$ cat src/design/number_range_list_expander_top_macros.svh
// Assertion macros shared by the range list expander files.
// Each check is sampled on the rising edge of i_clk and is off during reset.
`ifndef NUMBER_RANGE_LIST_EXPANDER_TOP_MACROS_SVH
`define NUMBER_RANGE_LIST_EXPANDER_TOP_MACROS_SVH

`ifndef SYNTH
`define NRLE_ASSERT(label, prop, msg) \
    label: assert property (@(posedge i_clk) disable iff (!i_rst_n) (prop)) else $error(msg);
`define NRLE_ASSERT_IMPLY(label, pre, post, msg) \
    `NRLE_ASSERT(label, (pre) |-> (post), msg)
`else
`define NRLE_ASSERT(label, prop, msg)
`define NRLE_ASSERT_IMPLY(label, pre, post, msg)
`endif

`endif

$ cat src/design/nrle_pkg.sv
package nrle_pkg;

    localparam int VALUE_BITS_DEF = 32;
    localparam int QUEUE_DEPTH    = 4;

    localparam logic [7:0] CH_TAB   = 8'd9;
    localparam logic [7:0] CH_CR    = 8'd13;
    localparam logic [7:0] CH_SPACE = 8'd32;
    localparam logic [7:0] CH_PLUS  = 8'd43;
    localparam logic [7:0] CH_COMMA = 8'd44;
    localparam logic [7:0] CH_MINUS = 8'd45;
    localparam logic [7:0] CH_ZERO  = 8'd48;
    localparam logic [7:0] CH_NINE  = 8'd57;

    typedef enum logic [1:0] {
        ACT_CHAR = 2'd0,
        ACT_END  = 2'd1,
        ACT_PULL = 2'd2
    } t_action;

    typedef enum logic [1:0] {
        ST_OK       = 2'd0,
        ST_SYNTAX   = 2'd1,
        ST_OVERFLOW = 2'd2,
        ST_DESCEND  = 2'd3
    } t_status;

    typedef enum logic [2:0] {
        PH_NUM1   = 3'd0,
        PH_SIGN1  = 3'd1,
        PH_DIG1   = 3'd2,
        PH_AFTER1 = 3'd3,
        PH_NUM2   = 3'd4,
        PH_SIGN2  = 3'd5,
        PH_DIG2   = 3'd6,
        PH_AFTER2 = 3'd7
    } t_phase;

    // One classified input transaction as it sits in the queue.
    typedef struct packed {
        t_action    kind;
        logic       is_digit;
        logic       is_space;
        logic       is_comma;
        logic       is_minus;
        logic       is_plus;
        logic [3:0] digit;
    } t_item;

    // Flag half of one result.
    typedef struct packed {
        logic    value_valid;
        logic    more_pending;
        logic    list_done;
        t_status status;
        logic    rejected;
    } t_flags;

endpackage

$ cat src/design/number_range_list_expander_top.sv
// Channel   Direction  tdata (low bit up)             tuser (low bit up)              tlast
// s_axis    in         char_code[7:0]                 action[1:0]                     -
// m_axis    out        value[VALUE_BITS-1:0], status  value_valid, more_pending,      list_done
//                      [1:0], zero fill to bytes      rejected
//
// One input transaction is taken every cycle while the queue has room, and the parser
// handles one item per cycle unless the output stalls; results leave via the output register.
// Reset is synchronous and active low; it empties the queue and starts a fresh list.
// A stalled output holds the parser, and the four-entry queue keeps input flowing meanwhile.
// Input ready drops only once the queue is full.

// The block turns a text list such as "3,7-10,-2" into the numbers it names. Characters
// arrive as transactions with action code 0; action 1 closes the list and reports its status,
// and action 2 pulls the next value of a pending range. The front end classifies each
// character (digit, whitespace, comma, sign) and drops action code 3, which has no effect.
// Classified items wait in a short queue. The back end runs the list parser, which keeps the
// accumulated magnitude, the range bounds and the error status, and it owns the output
// register. The digit accumulate is a multiply by ten done as two shifts and an add.
module number_range_list_expander_top #(
    parameter int VALUE_BITS = nrle_pkg::VALUE_BITS_DEF
) (
    input  logic i_clk,
    input  logic i_rst_n,
    input  logic i_s_axis_tvalid,
    output logic o_s_axis_tready,
    // char_code[7:0]
    input  logic [7:0] i_s_axis_tdata,
    // action[1:0]
    input  logic [1:0] i_s_axis_tuser,
    output logic o_m_axis_tvalid,
    input  logic i_m_axis_tready,
    // value[VALUE_BITS-1:0], status[1:0], then zero fill up to whole bytes
    output logic [((VALUE_BITS + 2 + 7) / 8) * 8 - 1:0] o_m_axis_tdata,
    // value_valid, more_pending, rejected
    output logic [2:0] o_m_axis_tuser,
    // list_done
    output logic o_m_axis_tlast
);
    import nrle_pkg::*;

    localparam int OUT_W = ((VALUE_BITS + 2 + 7) / 8) * 8;

    logic                  w_q_ready;
    logic                  w_push;
    t_item                 w_front_item;
    logic                  w_q_valid;
    logic                  w_pop;
    t_item                 w_q_item;
    logic [VALUE_BITS-1:0] w_value;
    t_flags                w_flags;

    nrle_front u_front (
        .i_valid       (i_s_axis_tvalid),
        .i_action      (i_s_axis_tuser),
        .i_char        (i_s_axis_tdata),
        .i_queue_ready (w_q_ready),
        .o_ready       (o_s_axis_tready),
        .o_push        (w_push),
        .o_item        (w_front_item)
    );

    nrle_queue u_queue (
        .i_clk   (i_clk),
        .i_rst_n (i_rst_n),
        .i_push  (w_push),
        .i_item  (w_front_item),
        .o_ready (w_q_ready),
        .o_valid (w_q_valid),
        .i_pop   (w_pop),
        .o_item  (w_q_item)
    );

    nrle_back #(
        .VALUE_BITS (VALUE_BITS)
    ) u_back (
        .i_clk       (i_clk),
        .i_rst_n     (i_rst_n),
        .i_valid     (w_q_valid),
        .i_item      (w_q_item),
        .o_pop       (w_pop),
        .o_out_valid (o_m_axis_tvalid),
        .i_out_ready (i_m_axis_tready),
        .o_value     (w_value),
        .o_flags     (w_flags)
    );

    // Pack the result: the value in the low bits, the status above it.
    assign o_m_axis_tdata = OUT_W'({w_flags.status, w_value});
    assign o_m_axis_tuser = {w_flags.rejected, w_flags.more_pending, w_flags.value_valid};
    assign o_m_axis_tlast = w_flags.list_done;

endmodule

$ cat src/design/nrle_front.sv
module nrle_front (
    input  logic          i_valid,
    input  logic [1:0]    i_action,
    input  logic [7:0]    i_char,
    input  logic          i_queue_ready,
    output logic          o_ready,
    output logic          o_push,
    output nrle_pkg::t_item o_item
);
    import nrle_pkg::*;

    logic w_known;

    // Action code 3 has no effect, so it is accepted and dropped here.
    assign w_known = (i_action == ACT_CHAR) || (i_action == ACT_END) ||
                     (i_action == ACT_PULL);

    assign o_ready = i_queue_ready;
    assign o_push  = i_valid && i_queue_ready && w_known;

    always_comb begin
        o_item.kind     = t_action'(i_action);
        o_item.is_digit = (i_char >= CH_ZERO) && (i_char <= CH_NINE);
        o_item.is_space = (i_char == CH_SPACE) || ((i_char >= CH_TAB) && (i_char <= CH_CR));
        o_item.is_comma = (i_char == CH_COMMA);
        o_item.is_minus = (i_char == CH_MINUS);
        o_item.is_plus  = (i_char == CH_PLUS);
        o_item.digit    = i_char[3:0];
    end

endmodule

$ cat src/design/nrle_queue.sv
`include "number_range_list_expander_top_macros.svh"

module nrle_queue (
    input  logic            i_clk,
    input  logic            i_rst_n,
    input  logic            i_push,
    input  nrle_pkg::t_item i_item,
    output logic            o_ready,
    output logic            o_valid,
    input  logic            i_pop,
    output nrle_pkg::t_item o_item
);
    import nrle_pkg::*;

    localparam int AW = (QUEUE_DEPTH > 1) ? $clog2(QUEUE_DEPTH) : 1;
    localparam int CW = $clog2(QUEUE_DEPTH + 1);

    t_item         r_mem [QUEUE_DEPTH];
    logic [AW-1:0] r_wr;
    logic [AW-1:0] r_rd;
    logic [CW-1:0] r_count;
    logic          w_push;
    logic          w_pop;

    assign o_ready = (r_count != CW'(QUEUE_DEPTH));
    assign o_valid = (r_count != '0);
    assign w_push  = i_push && o_ready;
    assign w_pop   = i_pop && o_valid;
    assign o_item  = r_mem[r_rd];

    always_ff @(posedge i_clk) begin
        if (w_push) begin
            r_mem[r_wr] <= i_item;
        end
    end

    always_ff @(posedge i_clk) begin
        if (!i_rst_n) begin
            r_wr    <= '0;
            r_rd    <= '0;
            r_count <= '0;
        end else begin
            if (w_push) begin
                r_wr <= (r_wr == AW'(QUEUE_DEPTH - 1)) ? '0 : r_wr + 1'b1;
            end
            if (w_pop) begin
                r_rd <= (r_rd == AW'(QUEUE_DEPTH - 1)) ? '0 : r_rd + 1'b1;
            end
            if (w_push && !w_pop) begin
                r_count <= r_count + 1'b1;
            end else if (w_pop && !w_push) begin
                r_count <= r_count - 1'b1;
            end
        end
    end

    `NRLE_ASSERT(a_count_bound, r_count <= CW'(QUEUE_DEPTH), "queue count beyond depth")

endmodule

$ cat src/design/nrle_back.sv
`include "number_range_list_expander_top_macros.svh"

module nrle_back #(
    parameter int VALUE_BITS = nrle_pkg::VALUE_BITS_DEF
) (
    input  logic                   i_clk,
    input  logic                   i_rst_n,
    input  logic                   i_valid,
    input  nrle_pkg::t_item        i_item,
    output logic                   o_pop,
    output logic                   o_out_valid,
    input  logic                   i_out_ready,
    output logic [VALUE_BITS-1:0]  o_value,
    output nrle_pkg::t_flags       o_flags
);
    import nrle_pkg::*;

    localparam int N = VALUE_BITS;

    // Parser state.
    t_phase        r_phase,  n_phase;
    logic          r_neg,    n_neg;
    logic [N:0]    r_mag,    n_mag;
    logic [N-1:0]  r_start,  n_start;
    logic [N-1:0]  r_next,   n_next;
    logic [N-1:0]  r_last,   n_last;
    logic          r_active, n_active;
    logic          r_end,    n_end;
    t_status       r_err,    n_err;

    // Output register.
    logic          r_out_valid;
    logic [N-1:0]  r_out_value;
    t_flags        r_out_flags;

    logic          w_pop;
    logic          w_ok;
    logic [N+3:0]  w_prod;
    logic [N+3:0]  w_limit;
    logic          w_ovf;
    logic [N-1:0]  w_num;
    logic          w_desc;
    logic          w_arm;
    logic          w_end_holds;
    logic          w_close;
    logic          w_clear;
    logic          w_fire;
    logic [N-1:0]  w_val;
    t_flags        w_flags;

    assign w_pop = i_valid && (!r_out_valid || i_out_ready);
    assign o_pop = w_pop;
    assign w_ok  = (r_err == ST_OK);

    // Accumulate one digit: mag * 10 + d, and check against the signed limit.
    assign w_prod  = ({3'b000, r_mag} << 3) + ({3'b000, r_mag} << 1) +
                     (N + 4)'(i_item.digit);
    assign w_limit = {4'b0000, r_neg, {(N - 1){!r_neg}}};
    assign w_ovf   = (w_prod > w_limit);

    assign w_num  = r_neg ? ({N{1'b0}} - r_mag[N-1:0]) : r_mag[N-1:0];
    assign w_desc = ($signed(w_num) < $signed(r_start));
    assign w_arm  = ($signed(r_start) < $signed(w_num));

    // An end item that arms a range leaves the list open until the last pull.
    assign w_end_holds = w_ok && (r_phase == PH_DIG2) && !w_desc && w_arm;

    // Next phase.
    always_comb begin
        n_phase = r_phase;
        if (w_pop) begin
            case (i_item.kind)
                ACT_PULL: begin
                    if (r_active && ((r_next + 1'b1) == r_last) && r_end) begin
                        n_phase = PH_NUM1;
                    end
                end
                ACT_END: begin
                    if (!r_active && !w_end_holds) begin
                        n_phase = PH_NUM1;
                    end
                end
                ACT_CHAR: begin
                    if (!r_active && w_ok) begin
                        case (r_phase)
                            PH_NUM1, PH_NUM2: begin
                                if (i_item.is_plus || i_item.is_minus) begin
                                    n_phase = (r_phase == PH_NUM1) ? PH_SIGN1 : PH_SIGN2;
                                end else if (i_item.is_digit) begin
                                    n_phase = (r_phase == PH_NUM1) ? PH_DIG1 : PH_DIG2;
                                end
                            end
                            PH_SIGN1: begin
                                if (i_item.is_digit) begin
                                    n_phase = PH_DIG1;
                                end
                            end
                            PH_SIGN2: begin
                                if (i_item.is_digit) begin
                                    n_phase = PH_DIG2;
                                end
                            end
                            PH_DIG1, PH_AFTER1: begin
                                if (i_item.is_digit && (r_phase == PH_DIG1)) begin
                                    n_phase = PH_DIG1;
                                end else if (i_item.is_comma) begin
                                    n_phase = PH_NUM1;
                                end else if (i_item.is_minus) begin
                                    n_phase = PH_NUM2;
                                end else if (i_item.is_space) begin
                                    n_phase = PH_AFTER1;
                                end
                            end
                            PH_DIG2: begin
                                if (!i_item.is_digit && !w_desc) begin
                                    if (i_item.is_space) begin
                                        n_phase = PH_AFTER2;
                                    end else if (i_item.is_comma) begin
                                        n_phase = PH_NUM1;
                                    end
                                end
                            end
                            PH_AFTER2: begin
                                if (i_item.is_comma) begin
                                    n_phase = PH_NUM1;
                                end
                            end
                            default: begin
                                n_phase = r_phase;
                            end
                        endcase
                    end
                end
                default: begin
                    n_phase = r_phase;
                end
            endcase
        end
    end

    // Datapath updates and the result of the current item.
    always_comb begin
        n_neg    = r_neg;
        n_mag    = r_mag;
        n_start  = r_start;
        n_next   = r_next;
        n_last   = r_last;
        n_active = r_active;
        n_end    = r_end;
        n_err    = r_err;
        w_close  = 1'b0;
        w_clear  = 1'b0;
        w_val    = '0;
        w_flags  = '0;
        if (w_pop) begin
            case (i_item.kind)
                ACT_PULL: begin
                    if (r_active) begin
                        n_next = r_next + 1'b1;
                        w_val  = n_next;
                        w_flags.value_valid = 1'b1;
                        if (n_next == r_last) begin
                            n_active = 1'b0;
                            if (r_end) begin
                                w_flags.list_done = 1'b1;
                                w_flags.status    = r_err;
                                w_clear           = 1'b1;
                            end
                        end
                    end
                end
                ACT_CHAR: begin
                    if (r_active) begin
                        w_flags.rejected = 1'b1;
                    end else if (w_ok) begin
                        case (r_phase)
                            PH_NUM1, PH_NUM2: begin
                                n_neg = 1'b0;
                                n_mag = '0;
                                if (i_item.is_plus || i_item.is_minus) begin
                                    n_neg = i_item.is_minus;
                                end else if (i_item.is_digit) begin
                                    n_mag = (N + 1)'(i_item.digit);
                                end else if (!i_item.is_space) begin
                                    n_err = ST_SYNTAX;
                                end
                            end
                            PH_SIGN1, PH_SIGN2: begin
                                if (!i_item.is_digit) begin
                                    n_err = ST_SYNTAX;
                                end else if (w_ovf) begin
                                    n_err = ST_OVERFLOW;
                                end else begin
                                    n_mag = w_prod[N:0];
                                end
                            end
                            PH_DIG1: begin
                                if (i_item.is_digit) begin
                                    if (w_ovf) begin
                                        n_err = ST_OVERFLOW;
                                    end else begin
                                        n_mag = w_prod[N:0];
                                    end
                                end else begin
                                    w_val   = w_num;
                                    n_start = w_num;
                                    w_flags.value_valid = 1'b1;
                                    if (!(i_item.is_space || i_item.is_comma ||
                                          i_item.is_minus)) begin
                                        n_err = ST_SYNTAX;
                                    end
                                end
                            end
                            PH_AFTER1: begin
                                if (!(i_item.is_space || i_item.is_comma ||
                                      i_item.is_minus)) begin
                                    n_err = ST_SYNTAX;
                                end
                            end
                            PH_DIG2: begin
                                if (i_item.is_digit) begin
                                    if (w_ovf) begin
                                        n_err = ST_OVERFLOW;
                                    end else begin
                                        n_mag = w_prod[N:0];
                                    end
                                end else if (w_desc) begin
                                    n_err = ST_DESCEND;
                                end else begin
                                    n_last   = w_num;
                                    n_next   = r_start;
                                    n_active = w_arm;
                                    if (!(i_item.is_space || i_item.is_comma)) begin
                                        n_err = ST_SYNTAX;
                                    end
                                end
                            end
                            PH_AFTER2: begin
                                if (!(i_item.is_space || i_item.is_comma)) begin
                                    n_err = ST_SYNTAX;
                                end
                            end
                            default: begin
                                n_err = r_err;
                            end
                        endcase
                    end
                end
                ACT_END: begin
                    if (r_active) begin
                        w_flags.rejected = 1'b1;
                    end else begin
                        w_close = 1'b1;
                        if (w_ok) begin
                            case (r_phase)
                                PH_DIG1: begin
                                    w_val = w_num;
                                    w_flags.value_valid = 1'b1;
                                end
                                PH_AFTER1, PH_AFTER2: begin
                                    w_close = 1'b1;
                                end
                                PH_DIG2: begin
                                    if (w_desc) begin
                                        n_err = ST_DESCEND;
                                    end else begin
                                        n_last   = w_num;
                                        n_next   = r_start;
                                        n_active = w_arm;
                                        if (w_arm) begin
                                            n_end   = 1'b1;
                                            w_close = 1'b0;
                                        end
                                    end
                                end
                                default: begin
                                    n_err = ST_SYNTAX;
                                end
                            endcase
                        end
                        if (w_close) begin
                            w_flags.list_done = 1'b1;
                            w_flags.status    = n_err;
                            w_clear           = 1'b1;
                        end
                    end
                end
                default: begin
                    n_err = r_err;
                end
            endcase
            if (w_clear) begin
                n_neg    = 1'b0;
                n_mag    = '0;
                n_start  = '0;
                n_next   = '0;
                n_last   = '0;
                n_active = 1'b0;
                n_end    = 1'b0;
                n_err    = ST_OK;
            end
        end
        w_flags.more_pending = n_active;
    end

    assign w_fire = w_flags.value_valid || w_flags.list_done || w_flags.rejected ||
                    w_flags.more_pending;

    always_ff @(posedge i_clk) begin
        if (!i_rst_n) begin
            r_phase  <= PH_NUM1;
            r_neg    <= 1'b0;
            r_mag    <= '0;
            r_start  <= '0;
            r_next   <= '0;
            r_last   <= '0;
            r_active <= 1'b0;
            r_end    <= 1'b0;
            r_err    <= ST_OK;
        end else begin
            r_phase  <= n_phase;
            r_neg    <= n_neg;
            r_mag    <= n_mag;
            r_start  <= n_start;
            r_next   <= n_next;
            r_last   <= n_last;
            r_active <= n_active;
            r_end    <= n_end;
            r_err    <= n_err;
        end
    end

    always_ff @(posedge i_clk) begin
        if (!i_rst_n) begin
            r_out_valid <= 1'b0;
        end else if (w_pop) begin
            r_out_valid <= w_fire;
        end else if (i_out_ready) begin
            r_out_valid <= 1'b0;
        end
    end

    always_ff @(posedge i_clk) begin
        if (w_pop) begin
            r_out_value <= w_val;
            r_out_flags <= w_flags;
        end
    end

    assign o_out_valid = r_out_valid;
    assign o_value     = r_out_value;
    assign o_flags     = r_out_flags;

    `NRLE_ASSERT_IMPLY(a_end_needs_range, r_end, r_active, "end seen without armed range")
    `NRLE_ASSERT_IMPLY(a_range_phase, r_active,
        (r_phase == PH_DIG2) || (r_phase == PH_AFTER2) || (r_phase == PH_NUM1),
        "range armed in an unexpected phase")
    `NRLE_ASSERT_IMPLY(a_done_no_more, r_out_valid && r_out_flags.list_done,
        !r_out_flags.more_pending, "list closed while range values remain")
    `NRLE_ASSERT_IMPLY(a_reject_alone, r_out_valid && r_out_flags.rejected,
        !r_out_flags.value_valid && !r_out_flags.list_done,
        "rejected transaction carries a value or a close")

endmodule
$ cat config.mk
export PLATFORM = sky130hd
export DESIGN_NAME = number_range_list_expander_top
export DESIGN_NICKNAME = d
export VERILOG_FILES = /design/src/design/nrle_pkg.sv /design/src/design/number_range_list_expander_top.sv /design/src/design/nrle_front.sv /design/src/design/nrle_queue.sv /design/src/design/nrle_back.sv
export VERILOG_INCLUDE_DIRS = /design/src /design/src/design
export SDC_FILE = /design/constraint.sdc
export NUM_CORES = 1
export LEC_CHECK = 0
export BUFFER_PORTS_ARGS = -buffer_cell sky130_fd_sc_hd__clkbuf_2
export CAP_MARGIN = 5
export CORE_UTILIZATION = 53
export DETAILED_ROUTE_END_ITERATION = 10
export MAX_ROUTING_LAYER = met4
export PLACE_DENSITY = 0.76
export SETUP_SLACK_MARGIN = 0.02
export SKIP_LAST_GASP = 1
export SLEW_MARGIN = 15
export SYNTH_ARGS = -nofsm -noshare
export SYNTH_HDL_FRONTEND = slang
export SYNTH_SLANG_ARGS = --single-unit
$ cat constraint.sdc
create_clock -name i_clk -period 7.57 [get_ports i_clk]
set_input_delay 1.514 -clock i_clk [delete_from_list [all_inputs] [get_ports i_clk]]
set_output_delay 1.514 -clock i_clk [all_outputs]
set_load 0.005 [all_outputs]
==> results of run 1 <==
[sequential cells by signal, indices dropped and copies added (netlist names), 3 cells and up, named ones only]
register / flops
u_back.r_start: 32
u_queue.r_mem: 44
u_back.o_flags: 6
u_back.o_value: 32
u_back.r_next: 32
u_back.r_mag: 33
u_back.r_last: 32
u_back.r_phase: 3
u_queue.r_count: 3
[metal layers]
metal | GRT usage, % | vias up
li1 | - | 7194
met1 | 40.2 | 7322
met2 | 50.9 | 715
met3 | 3.71 | 133
met4 | 11.2 | 0
met5 | - | -
[worst min-delay path, delay by kind of cell, from the launching register on]
| family | cells | cell delay [ns] |
|---|---|---|
| flip-flops | 1 | 0.31 |
| AND/OR/NAND/NOR | 1 | 0.05 |
| multiplexers | 1 | 0.06 |
[worst paths after layout]
kind,endpoint,slack (ns),cells past startpoint
max reg2reg,u_back.r_start[23],0.32,20
max,u_back.r_start[23],0.32,20
min,u_back.r_start[4],0.47,2
min reg2reg,u_back.r_start[4],0.47,2
[through the flow]
step | power (W) | area [um2] | setup WS (ns) | cells
2_1_floorplan | 0.00290 | 17200 | 1.14 | 1968
3_3_place_gp | 0.00349 | 17600 | 0.452 | 2308
3_5_place_dp | 0.00353 | 17600 | 0.250 | 2308
4_1_cts | 0.00480 | 18400 | 0.186 | 2356
5_1_grt | 0.00506 | 18400 | 0.0346 | 2358
6_report | 0.00485 | 18400 | 0.323 | 2358
[power by group through the flow]
| stage | Combinational, W | Clock, W | Sequential [W] |
|---|---|---|---|
| after floorplan | 0.00135 | 0 | 0.00155 |
| after global placement | 0.00193 | 0 | 0.00156 |
| after detailed placement | 0.00197 | 0 | 0.00156 |
| after CTS | 0.00198 | 0.00128 | 0.00154 |
| after global routing | 0.00217 | 0.00133 | 0.00156 |
| final | 0.00204 | 0.00127 | 0.00154 |
[Yosys cell counts, drive strengths merged (10+ instances only)]
| cell type | n |
|---|---|
| a21o | 19 |
| a21oi | 107 |
| a22oi | 28 |
| a31oi | 19 |
| a32o | 30 |
| and2 | 18 |
| and3 | 15 |
| and4 | 11 |
| buf | 52 |
| clkbuf | 83 |
| dfxtp | 147 |
| edfxtp | 82 |
| ha | 150 |
| inv | 80 |
| mux2i | 103 |
| mux4 | 11 |
| nand2 | 244 |
| nand2b | 23 |
| nand3 | 61 |
| nand4 | 43 |
| nor2 | 129 |
| nor2b | 11 |
| nor3 | 32 |
| nor4 | 17 |
| o211ai | 61 |
| o21ai | 73 |
| o21bai | 11 |
| o31ai | 30 |
| or2 | 10 |
| or3 | 15 |
| or4 | 16 |
| xnor2 | 80 |
| xor2 | 26 |
[cells in the final DEF, fill, tap and decap left out, types with 11 or more instances in the layout]
cell | synthesis | final
sky130_fd_sc_hd__nand2b_1 | 23 | 22
sky130_fd_sc_hd__nor2b_1 | 11 | 11
sky130_fd_sc_hd__a21o_1 | 19 | 19
sky130_fd_sc_hd__or4_1 | 15 | 15
sky130_fd_sc_hd__nor4_1 | 14 | 14
sky130_fd_sc_hd__and3_1 | 15 | 15
sky130_fd_sc_hd__a32o_1 | 30 | 30
sky130_fd_sc_hd__clkbuf_16 | 0 | 26
sky130_fd_sc_hd__o21ai_0 | 71 | 71
sky130_fd_sc_hd__a31oi_1 | 19 | 19
sky130_fd_sc_hd__o211ai_1 | 61 | 61
sky130_fd_sc_hd__nor3_1 | 29 | 29
sky130_fd_sc_hd__nand3_1 | 57 | 57
sky130_fd_sc_hd__nand2_1 | 244 | 244
sky130_fd_sc_hd__mux4_2 | 11 | 11
sky130_fd_sc_hd__buf_4 | 17 | 21
sky130_fd_sc_hd__inv_1 | 80 | 80
sky130_fd_sc_hd__a22oi_1 | 28 | 28
sky130_fd_sc_hd__dfxtp_1 | 147 | 146
sky130_fd_sc_hd__ha_1 | 150 | 150
sky130_fd_sc_hd__xor2_1 | 26 | 26
sky130_fd_sc_hd__a21oi_1 | 107 | 106
sky130_fd_sc_hd__xnor2_1 | 80 | 80
sky130_fd_sc_hd__o31ai_1 | 30 | 30
sky130_fd_sc_hd__mux2i_1 | 103 | 103
sky130_fd_sc_hd__clkbuf_2 | 0 | 52
sky130_fd_sc_hd__nor2_1 | 127 | 125
sky130_fd_sc_hd__o21bai_1 | 11 | 11
sky130_fd_sc_hd__and2_1 | 17 | 17
sky130_fd_sc_hd__nand4_1 | 39 | 39
sky130_fd_sc_hd__or3_1 | 15 | 15
sky130_fd_sc_hd__edfxtp_1 | 82 | 82
[final cells by class]
class                      count  area [um2]
clock inverter                19         194
fill                        2844       13300
timing repair buffer          73         418
multi-input combinational   1523       10900
tap                          402         503
clock buffer                  29         662
sequential                   229        5410
inverter                      83         312
[repair_timing]
item / 4_1_cts / 5_1_grt
gates resized for setup: 0 / 2
setup endpoints to repair: 0 / 70
hold endpoints to repair: 0 / 0
[cell families after synthesis]
kind of cell,after synthesis
AO/OA/AOI/OAI,475
XOR/XNOR,107
adder cells (fa/ha/maj),153
buffers and inverters,218
flip-flops,229
multiplexers,116
other,1
AND/OR/NAND/NOR,664
==> PnR_summary.wiki, run 1 <==
{| class="wikitable"
! Metric !! Value
|-
| Int Power || 0.00282 W
|-
| Power per cell area || 263 nW/um2
|-
| Post-synthesis sequential area ratio || 31.5%
|-
| Maximum number of pins on one net before global-route repair || 83
|-
| Dominant cell type by area after synthesis || sky130_fd_sc_hd__dfxtp_1
|-
| Wire length on met1 || 21.9 mm
|-
| Final period demand of the worst path || 7.25 ns
|-
| Number of register bits inferred by synthesis || 229
|-
| Starting utilization of the core area || 54.2%
|-
| Critical path class || reg -> reg
|-
| Via-per-instance ratio || 6.52
|-
| Clock root buffer || sky130_fd_sc_hd__clkbuf_16
|-
| Number of sinks handled by clock tree synthesis || 229
|-
| Crit path launch type || flip-flop
|-
| Switching power of the nets || 0.00203 W
|-
| Highest cell delay on the worst timing path || 0.64 ns
|-
| Unrepaired setup endpoints after global routing || no
|-
| Global-route congestion overflow total || 0
|-
| Die Area || 33200 um2
|-
| Worst setup EP type || flip-flop
|-
| Fraction of post-synthesis cell area in the top cell type by area || 17.1%
|-
| Hold buffer count at cts || 0
|-
| Final hold slack || 0.467 ns
|-
| Worst path top cell family by delay || simple AND/OR/NAND/NOR gates
|-
| Final period util || 95.7%
|-
| Number of DRC markers in iteration 0 || 1840
|-
| YS warnings || 0
|-
| Status || finished clean
|-
| Number of buffers created by CTS || 26
|-
| Leakage || 7.75 nW
|-
| Met2 wire length || 24.2 mm
|-
| Post-route ant nets || 0
|-
| Highest metal layer used by the detailed router || met4
|-
| Max-slew violations || 0
|-
| Top fanout value on the critical path || 12
|-
| Ant. Diodes || 0
|-
| Critical Path Start || u_back.r_mag[6]
|-
| Clk_skew || 0.0198 ns
|-
| Cell with the largest stage delay on the worst path || sky130_fd_sc_hd__or4_1
|-
| Post-synthesis instance area || 17200 um2
|-
| Relative contribution of combinational cells to total power || 42.1%
|-
| Post-CTS clock slew at the launch and capture registers of the worst setup and hold paths || 0.06 ns
|-
| Fraction of synthesized cell area in xor and xnor cells || 5.53%
|-
| Horiz. Die Dim || 182 um
|-
| Length of the first detailed-routing pass in iterations || 6
|-
| Transition time of the tightest slew-check pin || 1.25 ns
|-
| Crit-path most repeated cell || sky130_fd_sc_hd__or4_1
|-
| R2R Path Start || u_back.r_mag[6]
|-
| Maximum Capacitance Violations || 0
|-
| Weighted congestion at the end of routability-driven global placement || 1.01
|-
| Simple-gate share of the synthesized area || 19.5%
|-
| Number of post-CTS setup repair buffers || 0
|-
| CTS tree || yes
|-
| Share of total power in sequential cells || 31.7%
|-
| Layout cell share with drive strength beyond 1 || 9.36%
|-
| Compound-Gate Fraction of Synth Area || 19.1%
|-
| Skew-Pair Late Insertion Delay || 0.55 ns
|-
| Antenna violations before repair || 0
|-
| Fmax achieved || 138 MHz
|-
| Routed wire length || 51.5 mm
|-
| Detailed route wirelength on metal3 || 3.58 mm
|-
| Dominant combinational cell family by area after synthesis || simple AND/OR/NAND/NOR gates
|-
| Clock H-tree levels || 1
|-
| Setup TNS Final || 0 ns
|-
| Hold violation total from the final report || 0
|-
| Count of endpoints failing setup in the final report || 0
|-
| Cell row count || 65
|-
| Leading cell types by total area after synthesis || sky130_fd_sc_hd__dfxtp_1 (17%), sky130_fd_sc_hd__edfxtp_1 (14%), sky130_fd_sc_hd__ha_1 (11%)
|-
| Worst-case vdd ir drop || 0.000259 V
|-
| Critical path arrival || 7.71 ns
|-
| Average wire per cell in the routed design || 21.8 um
|-
| Number of distinct standard cells referenced by the synthesized netlist || 94
|-
| CORE AREA || 31700 um2
|-
| Final core area utilization || 58.1%
|-
| Mapped Cells || 1963
|-
| Port buffer count || 53
|-
| Boundary pin count || 60
|-
| Worst-case clock buffer depth || 3
|-
| Share of total power consumed by net switching || 41.9%
|-
| Via count of the first global-routing pass || 14800
|-
| Area growth from synthesis to layout || 7.24%
|-
| Synth Area in Adders || 11.3%
|-
| Crit path cell chain || or4_1 > nor4_1 > nand2b_1 > or4_1 > or4_1 > nand2b_1 > o31ai_1 > xnor2_1 > ha_1 > nand3_1 > nor3_1 > nand2_1 > a41oi_1 > o22ai_1 > o311a_1 > and2_1 > a21o_1 > o21ai_4 > buf_4 > mux2i_1
|-
| Hold path startpoint || u_back.r_start[4]
|-
| Chip height || 182 um
|-
| Post-synthesis async set-or-reset flop share || 0%
|-
| Number of vias after detailed routing || 15400
|-
| Mean area per synthesized cell || 8.76 um2
|-
| GRT Resource Usage Total || 31.3%
|-
| Global-route wire length before repair || 80.3 mm
|-
| Number of remaining DRC errors || 0
|-
| Power share of the clock group || 26.2%
|-
| Predominant post-synthesis flop cell || sky130_fd_sc_hd__dfxtp_1
|-
| Slew margin rel. || 15.5%
|-
| Hold crit path type || reg -> reg
|-
| Share of synthesized area spent on multiplexers || 7.57%
|-
| # nets final || 2103
|-
| CP required || 8.03 ns
|-
| Number of flops mapped to enable cells by yosys || 82
|-
| Count of buffer and inverter cells on the critical path || 1
|-
| Post-detail-place hpwl || 37.6 mm
|}
Power figures use the tool's default switching activity.
==> run 2: changes to the inputs <==
Settings changed: BUFFER_PORTS_ARGS -buffer_cell sky130_fd_sc_hd__clkbuf_2 to -buffer_cell sky130_fd_sc_hd__buf_2, CAP_MARGIN 5 to 10.
==> run 2 against run 1 <==
Worst setup slack better by 0.29 ns. First-iteration DRC count is 9.0% lower. Clock skew is 0.0082 ns higher. Hold slack worse by 0.0038 ns. Clock power is 4% higher. Sequential power hardly changed. Utilization is 0.20 points higher. Die area stayed put. Clock-buffer cell count is 3 higher.
==> PnR_summary.wiki, run 2 (synthesized netlist as in run 1, its figures left out) <==
{| class="wikitable"
! Metric !! Value
|-
| Status || finished clean (unchanged)
|-
| Number of remaining DRC errors || 0 (unchanged)
|-
| Leakage || 7.77 nW (was 7.75 nW)
|-
| Met2 wire length || 23.3 mm (was 24.2 mm)
|-
| Critical path class || reg -> reg (unchanged)
|-
| Post-CTS clock slew at the launch and capture registers of the worst setup and hold paths || 0.06 ns (about the same)
|-
| Transition time of the tightest slew-check pin || 1.16 ns (was 1.25 ns)
|-
| Worst path top cell family by delay || simple AND/OR/NAND/NOR gates (unchanged)
|-
| Cell with the largest stage delay on the worst path || sky130_fd_sc_hd__or4_1 (unchanged)
|-
| Count of buffer and inverter cells on the critical path || 1 (unchanged)
|-
| Number of sinks handled by clock tree synthesis || 229 (unchanged)
|-
| Weighted congestion at the end of routability-driven global placement || 1.06 (was 1.01)
|-
| Max-slew violations || 0 (unchanged)
|-
| Setup TNS Final || 0 ns (unchanged)
|-
| Biggest regs || u_queue.r_mem: 44 flops, u_back.r_mag: 33 flops (unchanged)
|-
| Via count of the first global-routing pass || 14800 (about the same)
|-
| Hold crit path type || reg -> reg (unchanged)
|-
| Layout cell share with drive strength beyond 1 || 9.56% (was 9.36%)
|-
| Chip height || 182 um (unchanged)
|-
| Maximum number of pins on one net before global-route repair || 74 (was 83)
|-
| Worst-case vdd ir drop || 0.000276 V (was 0.000259 V)
|-
| Boundary pin count || 60 (unchanged)
|-
| CTS tree || yes (unchanged)
|-
| Highest metal layer used by the detailed router || met4 (unchanged)
|-
| Wire length on met1 || 21.8 mm (was 21.9 mm)
|-
| Port buffer count || 53 (unchanged)
|-
| Clk_skew || 0.0280 ns (was 0.0198 ns)
|-
| Critical path arrival || 7.41 ns (was 7.71 ns)
|-
| Register ranked first by flip-flop count || u_queue.r_mem (unchanged)
|-
| # nets final || 2105 (was 2103)
|-
| Average wire per cell in the routed design || 21.5 um (was 21.8 um)
|-
| Number of vias after detailed routing || 15600 (was 15400)
|-
| CP required || 8.03 ns (about the same)
|-
| Count of endpoints failing setup in the final report || 0 (unchanged)
|-
| Area growth from synthesis to layout || 7.61% (was 7.24%)
|-
| Detailed route wirelength on metal3 || 3.76 mm (was 3.58 mm)
|-
| Number of buffers created by CTS || 26 (unchanged)
|-
| Max FFs per register || 44 (unchanged)
|-
| Cell row count || 65 (unchanged)
|-
| Length of the first detailed-routing pass in iterations || 6 (unchanged)
|-
| Clock H-tree levels || 1 (unchanged)
|-
| Power share of the clock group || 26.9% (was 26.2%)
|-
| Crit-path most repeated cell || sky130_fd_sc_hd__or4_1 (unchanged)
|-
| Worst-case clock buffer depth || 3 (unchanged)
|-
| Hold buffer count at cts || 0 (unchanged)
|-
| Relative contribution of combinational cells to total power || 41.8% (was 42.1%)
|-
| Maximum Capacitance Violations || 0 (unchanged)
|-
| Final period util || 91.9% (was 95.7%)
|-
| Clock root buffer || sky130_fd_sc_hd__clkbuf_16 (unchanged)
|-
| Worst setup EP type || flip-flop (unchanged)
|-
| Share of total power in sequential cells || 31.4% (was 31.7%)
|-
| Most frequent cells in the layout || sky130_fd_sc_hd__nand2_1 (243), sky130_fd_sc_hd__ha_1 (150), sky130_fd_sc_hd__dfxtp_1 (146) (was sky130_fd_sc_hd__nand2_1 (244), sky130_fd_sc_hd__ha_1 (150), sky130_fd_sc_hd__dfxtp_1 (146))
|-
| Number of DRC markers in iteration 0 || 1675 (was 1840)
|-
| Post-detail-place hpwl || 36.6 mm (was 37.6 mm)
|-
| Skew-Pair Late Insertion Delay || 0.56 ns (was 0.55 ns)
|-
| Fmax achieved || 144 MHz (was 138 MHz)
|-
| Power per cell area || 265 nW/um2 (was 263 nW/um2)
|-
| Highest cell delay on the worst timing path || 0.63 ns (was 0.64 ns)
|-
| Global-route wire length before repair || 80.0 mm (was 80.3 mm)
|-
| Share of total power consumed by net switching || 41.4% (was 41.9%)
|-
| Unrepaired setup endpoints after global routing || no (unchanged)
|-
| Top fanout value on the critical path || 32 (was 12)
|-
| Die Area || 33200 um2 (unchanged)
|-
| Slew margin rel. || 22.5% (was 15.5%)
|-
| Via-per-instance ratio || 6.62 (was 6.52)
|-
| Crit path launch type || flip-flop (unchanged)
|-
| Crit path cell chain || or4_1 > nor4_1 > nand2b_1 > or4_1 > or4_1 > nand2b_1 > o31ai_1 > xnor2_1 > ha_1 > nand3_1 > nor3_1 > nand2_1 > a41oi_2 > o22ai_2 > o311a_1 > and2_1 > a21o_1 > o211ai_1 > buf_6 > mux2i_1 (was or4_1 > nor4_1 > nand2b_1 > or4_1 > or4_1 > nand2b_1 > o31ai_1 > xnor2_1 > ha_1 > nand3_1 > nor3_1 > nand2_1 > a41oi_1 > o22ai_1 > o311a_1 > and2_1 > a21o_1 > o21ai_4 > buf_4 > mux2i_1)
|-
| Horiz. Die Dim || 182 um (unchanged)
|-
| Antenna violations before repair || 0 (unchanged)
|-
| Post-route ant nets || 0 (unchanged)
|-
| Starting utilization of the core area || 54.2% (unchanged)
|-
| Routed wire length || 50.8 mm (was 51.5 mm)
|-
| GRT Resource Usage Total || 30.9% (was 31.3%)
|-
| Global-route congestion overflow total || 0 (unchanged)
|-
| Int Power || 0.00287 W (was 0.00282 W)
|-
| Switching power of the nets || 0.00203 W (about the same)
|-
| Leading cell type in the layout, fill and taps excluded || sky130_fd_sc_hd__nand2_1 (unchanged)
|-
| Final hold slack || 0.463 ns (was 0.467 ns)
|-
| Hold violation total from the final report || 0 (unchanged)
|-
| Final period demand of the worst path || 6.96 ns (was 7.25 ns)
|-
| Ant. Diodes || 0 (unchanged)
|-
| CORE AREA || 31700 um2 (unchanged)
|}
==> run 2: cell count changes in the layout (fill, tap and decap cells not counted), sizes merged <==
cell    previous run  this run
o21ai             74        73
clkinv            15        11
clkbuf            81        32
buf               21        76
==> run 2: cell type report <==
type	count	area [um2]
tap	402	503
fill	2818	13200
inverter	83	312
timing repair buffer	76	444
sequential	229	5410
clock inverter	15	169
clock buffer	32	714
multi-input combinational	1522	10900
==> run 2: worst register-to-register path, stage by stage, from the launching register on <==
cell and delay [ns]:
sky130_fd_sc_hd__dfxtp_1 0.39, sky130_fd_sc_hd__or4_1 0.63, sky130_fd_sc_hd__nor4_1 0.28, sky130_fd_sc_hd__nand2b_1 0.15
sky130_fd_sc_hd__or4_1 0.51, sky130_fd_sc_hd__or4_1 0.47, sky130_fd_sc_hd__nand2b_1 0.25, sky130_fd_sc_hd__o31ai_1 0.32
sky130_fd_sc_hd__xnor2_1 0.15, sky130_fd_sc_hd__ha_1 0.34, sky130_fd_sc_hd__nand3_1 0.13, sky130_fd_sc_hd__nor3_1 0.27
sky130_fd_sc_hd__nand2_1 0.26, sky130_fd_sc_hd__a41oi_2 0.38, sky130_fd_sc_hd__o22ai_2 0.26, sky130_fd_sc_hd__o311a_1 0.47
sky130_fd_sc_hd__and2_1 0.30, sky130_fd_sc_hd__a21o_1 0.35, sky130_fd_sc_hd__o211ai_1 0.26, sky130_fd_sc_hd__buf_6 0.42
sky130_fd_sc_hd__mux2i_1 0.30
==> run 2: power groups by stage <==
| stage | Combinational, W | Sequential, W | Clock, W |
|---|---|---|---|
| global route | 0.00217 | 0.00155 | 0.00137 |
| CTS | 0.00195 | 0.00154 | 0.00133 |
| finish | 0.00204 | 0.00154 | 0.00132 |
| global placement | 0.00191 | 0.00156 | 0 |
| floorplan | 0.00135 | 0.00155 | 0 |
| detailed placement | 0.00195 | 0.00156 | 0 |
==> run 2: per-stage QoR <==
stage	total power, W	instances	cell area [um2]	worst slack (ns)	util, %
floorplan	0.00290	1968	17200	1.14	-
global placement	0.00347	2306	17500	0.420	55.3
CTS	0.00481	2353	18400	0.184	58.1
global route	0.00510	2359	18500	0.180	58.3
detailed placement	0.00351	2306	17500	0.218	55.3
finish	0.00490	2359	18500	0.613	58.3
==> run 2: layer usage <==
| metal | vias up | global-route usage [%] |
|---|---|---|
| li1 | 7202 | - |
| met1 | 7553 | 40.3 |
| met2 | 714 | 48.6 |
| met3 | 141 | 3.95 |
| met4 | 0 | 12.5 |
| met5 | - | - |
==> run 2: path summary, 6_finish.rpt <==
check / from / endpoint / slack (ns) / cells after the start
worst max-delay path: u_back.r_mag[6] / u_back.r_last[24] / 0.61 / 20
worst min register to register: u_back.r_start[2] / u_back.r_start[2] / 0.46 / 2
worst max register to register: u_back.r_mag[6] / u_back.r_last[24] / 0.61 / 20
worst min-delay path: u_back.r_start[2] / u_back.r_start[2] / 0.46 / 2
==> run 2: repair_timing <==
action,in CTS,in global routing
resized for setup,0,7
buffers inserted,0,5
setup endpoints to repair,0,118
==> run 3: changes to the inputs <==
Settings changed: CORE_UTILIZATION 53 to 50, PLACE_DENSITY 0.76 to default, PLACE_DENSITY_LB_ADDON from default to 0.05.
==> run 3 against run 2 <==
Final cell count increased by 2.2%. Sequential share of layout area down 0.18 points. Die area up 5.9%. Worst setup slack got worse by 0.12 ns. Critical path depth unchanged.
==> PnR_summary.wiki, run 3 (synthesized netlist as in run 1, its figures left out) <==
{| class="wikitable"
! Metric !! Value
|-
| Horiz. Die Dim || 187 um (was 182 um)
|-
| Via count of the first global-routing pass || 14100 (was 14800)
|-
| Cell count of the worst reg-to-reg path || 20 (unchanged)
|-
| Met2 wire length || 24.4 mm (was 23.3 mm)
|-
| Share of total power consumed by net switching || 41.6% (was 41.4%)
|-
| CP required || 8.06 ns (was 8.03 ns)
|-
| Int Power || 0.00290 W (was 0.00287 W)
|-
| Critical path arrival || 7.56 ns (was 7.41 ns)
|-
| Worst setup EP type || flip-flop (unchanged)
|-
| Hold buffer count at cts || 0 (unchanged)
|-
| Post-Place Cell Area || 17600 um2 (was 17500 um2)
|-
| Cell row count || 67 (was 65)
|-
| Power share of the clock group || 26.8% (was 26.9%)
|-
| Via-per-instance ratio || 6.32 (was 6.62)
|-
| Critical path class || reg -> reg (unchanged)
|-
| Slew margin rel. || 21.9% (was 22.5%)
|-
| Final period demand of the worst path || 7.07 ns (was 6.96 ns)
|-
| Count of endpoints failing setup in the final report || 0 (unchanged)
|-
| Ant. Diodes || 0 (unchanged)
|-
| Post-CTS clock slew at the launch and capture registers of the worst setup and hold paths || 0.06 ns (about the same)
|-
| Switching power of the nets || 0.00207 W (was 0.00203 W)
|-
| Layout cell share with drive strength beyond 1 || 9.83% (was 9.56%)
|-
| Number of remaining DRC errors || 0 (unchanged)
|-
| Endpoint of the lowest-slack register-to-register path || u_back.r_next[5] (was u_back.r_last[24])
|-
| Transition time of the tightest slew-check pin || 1.17 ns (was 1.16 ns)
|-
| Length of the first detailed-routing pass in iterations || 6 (unchanged)
|-
| Number of DRC markers in iteration 0 || 1398 (was 1675)
|-
| Area growth from synthesis to layout || 8.28% (was 7.61%)
|-
| Number of buffers created by CTS || 27 (was 26)
|-
| Share of total power in sequential cells || 31.1% (was 31.4%)
|-
| Most frequent cells in the layout || sky130_fd_sc_hd__nand2_1 (244), sky130_fd_sc_hd__ha_1 (150), sky130_fd_sc_hd__dfxtp_1 (146) (was sky130_fd_sc_hd__nand2_1 (243), sky130_fd_sc_hd__ha_1 (150), sky130_fd_sc_hd__dfxtp_1 (146))
|-
| Final period util || 93.5% (was 91.9%)
|-
| Hold violation total from the final report || 0 (unchanged)
|-
| Post-route ant nets || 0 (unchanged)
|-
| Die Area || 35100 um2 (was 33200 um2)
|-
| Unrepaired setup endpoints after global routing || no (unchanged)
|-
| Clk_skew || 0.0299 ns (was 0.0280 ns)
|-
| Leakage || 7.82 nW (was 7.77 nW)
|-
| Leading cell type in the layout, fill and taps excluded || sky130_fd_sc_hd__nand2_1 (unchanged)
|-
| Register ranked first by flip-flop count || u_queue.r_mem (unchanged)
|-
| CTS tree || yes (unchanged)
|-
| GRT Resource Usage Total || 30.3% (was 30.9%)
|-
| Detailed route wirelength on metal3 || 2.95 mm (was 3.76 mm)
|-
| Chip height || 187 um (was 182 um)
|-
| Starting utilization of the core area || 51.0% (was 54.2%)
|-
| Weighted congestion at the end of routability-driven global placement || 1.01 (was 1.06)
|-
| Number of vias after detailed routing || 15200 (was 15600)
|-
| Highest metal layer used by the detailed router || met4 (unchanged)
|-
| Clock H-tree levels || 1 (unchanged)
|-
| Clock root buffer || sky130_fd_sc_hd__clkbuf_16 (unchanged)
|-
| Relative contribution of combinational cells to total power || 42.2% (was 41.8%)
|-
| Average wire per cell in the routed design || 21.9 um (was 21.5 um)
|-
| CORE AREA || 33700 um2 (was 31700 um2)
|-
| Antenna violations before repair || 0 (unchanged)
|-
| Power per cell area || 267 nW/um2 (was 265 nW/um2)
|-
| Post-detail-place hpwl || 38.1 mm (was 36.6 mm)
|-
| Crit path launch type || flip-flop (unchanged)
|-
| Global-route congestion overflow total || 0 (unchanged)
|-
| Skew-Pair Late Insertion Delay || 0.55 ns (was 0.56 ns)
|-
| Global-route wire length before repair || 82.3 mm (was 80.0 mm)
|-
| Max FFs per register || 44 (unchanged)
|-
| Routed wire length || 52.8 mm (was 50.8 mm)
|-
| Top fanout value on the critical path || 18 (was 32)
|-
| Status || finished clean (unchanged)
|-
| Final Power || 0.00496 W (was 0.00490 W)
|-
| R2R Path Start || u_back.r_mag[6] (unchanged)
|-
| Post-Layout Inst Area || 18600 um2 (was 18500 um2)
|-
| Worst-case clock buffer depth || 3 (unchanged)
|-
| # nets final || 2110 (was 2105)
|-
| Number of sinks handled by clock tree synthesis || 229 (unchanged)
|-
| Biggest regs || u_queue.r_mem: 44 flops, u_back.r_mag: 33 flops (unchanged)
|-
| Maximum number of pins on one net before global-route repair || 85 (was 74)
|-
| Final core area utilization || 55.2% (was 58.3%)
|-
| Max-slew violations || 0 (unchanged)
|-
| Hold depth || 2 (unchanged)
|-
| Setup TNS Final || 0 ns (unchanged)
|-
| Hold crit path type || reg -> reg (unchanged)
|-
| Wire length on met1 || 23.8 mm (was 21.8 mm)
|-
| Hold path endpoint || u_back.r_start[1] (was u_back.r_start[2])
|-
| Maximum Capacitance Violations || 0 (unchanged)
|-
| Boundary pin count || 60 (unchanged)
|-
| Hold path startpoint || u_back.r_start[1] (was u_back.r_start[2])
|-
| Worst-case vdd ir drop || 0.000228 V (was 0.000276 V)
|-
| Fmax achieved || 141 MHz (was 144 MHz)
|-
| Port buffer count || 53 (unchanged)
|-
| Register-to-register setup slack || 0.50 ns (was 0.61 ns)
|}
run 3: cell types whose count changed in the layout (fill, tap and decap cells not counted), moves of 2 or more:
cell / before / now
sky130_fd_sc_hd__inv_6: 0 / 2
sky130_fd_sc_hd__buf_4: 23 / 26
sky130_fd_sc_hd__clkinv_1: 5 / 3
sky130_fd_sc_hd__clkinv_4: 1 / 3
run 3: worst max-delay path by stage:
stage	startpoint	to	slack [ns]	cells after the start
2_1_floorplan	flip-flop	u_back.r_mag[0]	1.14	25
3_3_place_gp	u_back.r_mag[6]	u_back.r_next[3]	0.24	18
3_5_place_dp	u_back.r_mag[6]	u_back.r_next[19]	0.12	20
4_1_cts	u_back.r_mag[6]	u_back.r_start[18]	0.09	20
5_1_grt	u_back.r_mag[6]	u_back.r_last[13]	0.09	20
6_report	u_back.r_mag[6]	u_back.r_next[5]	0.50	20
run 3: timing repair:
action | 4_1_cts | 5_1_grt
buffers inserted | 0 | 7
setup endpoints to repair | 0 | 115
gates resized for setup | 0 | 5
run 3: power by group through the flow:
stage	Clock (W)	Combinational, W	Sequential [W]
CTS	0.00135	0.00202	0.00154
global route	0.00140	0.00224	0.00156
finish	0.00133	0.00209	0.00154
floorplan	0	0.00135	0.00155
detailed placement	0	0.00201	0.00157
global placement	0	0.00200	0.00156
run 3: worst max-delay path, stage by stage, from the launching register on:
cell	delay, ns
sky130_fd_sc_hd__dfxtp_1	0.40
sky130_fd_sc_hd__or4_1	0.62
sky130_fd_sc_hd__nor4_1	0.28
sky130_fd_sc_hd__nand2b_1	0.15
sky130_fd_sc_hd__or4_1	0.53
sky130_fd_sc_hd__or4_1	0.47
sky130_fd_sc_hd__nand2b_1	0.25
sky130_fd_sc_hd__o31ai_1	0.31
sky130_fd_sc_hd__xnor2_1	0.26
sky130_fd_sc_hd__ha_1	0.41
sky130_fd_sc_hd__nand2_1	0.10
sky130_fd_sc_hd__nor3_1	0.26
sky130_fd_sc_hd__nand2_1	0.21
sky130_fd_sc_hd__a41oi_1	0.43
sky130_fd_sc_hd__o22ai_2	0.29
sky130_fd_sc_hd__o311a_1	0.47
sky130_fd_sc_hd__and2_1	0.29
sky130_fd_sc_hd__a211oi_4	0.25
sky130_fd_sc_hd__and3_2	0.59
sky130_fd_sc_hd__buf_4	0.28
sky130_fd_sc_hd__a32o_1	0.16
run 3: layer usage:
layer  vias up  global-route usage, %
li1       7218                      -
met1      7368                   41.4
met2       544                   47.6
met3       102                   2.85
met4         0                   8.85
met5         -                      -
run 3: final cells by class:
type	instances	area (um2)
fill	3151	15100
clock inverter	15	173
tap	448	561
sequential	229	5410
clock buffer	34	732
multi-input combinational	1522	10900
inverter	83	312
timing repair buffer	80	487
run 3: per-stage QoR:
step	worst slack (ns)	cells	hold WS, ns
after floorplan	1.14	1968	0.438
after global placement	0.236	2354	0.448
after detailed placement	0.124	2354	0.453
after CTS	0.0944	2403	0.464
after global routing	0.0929	2411	0.488
final	0.496	2411	0.463
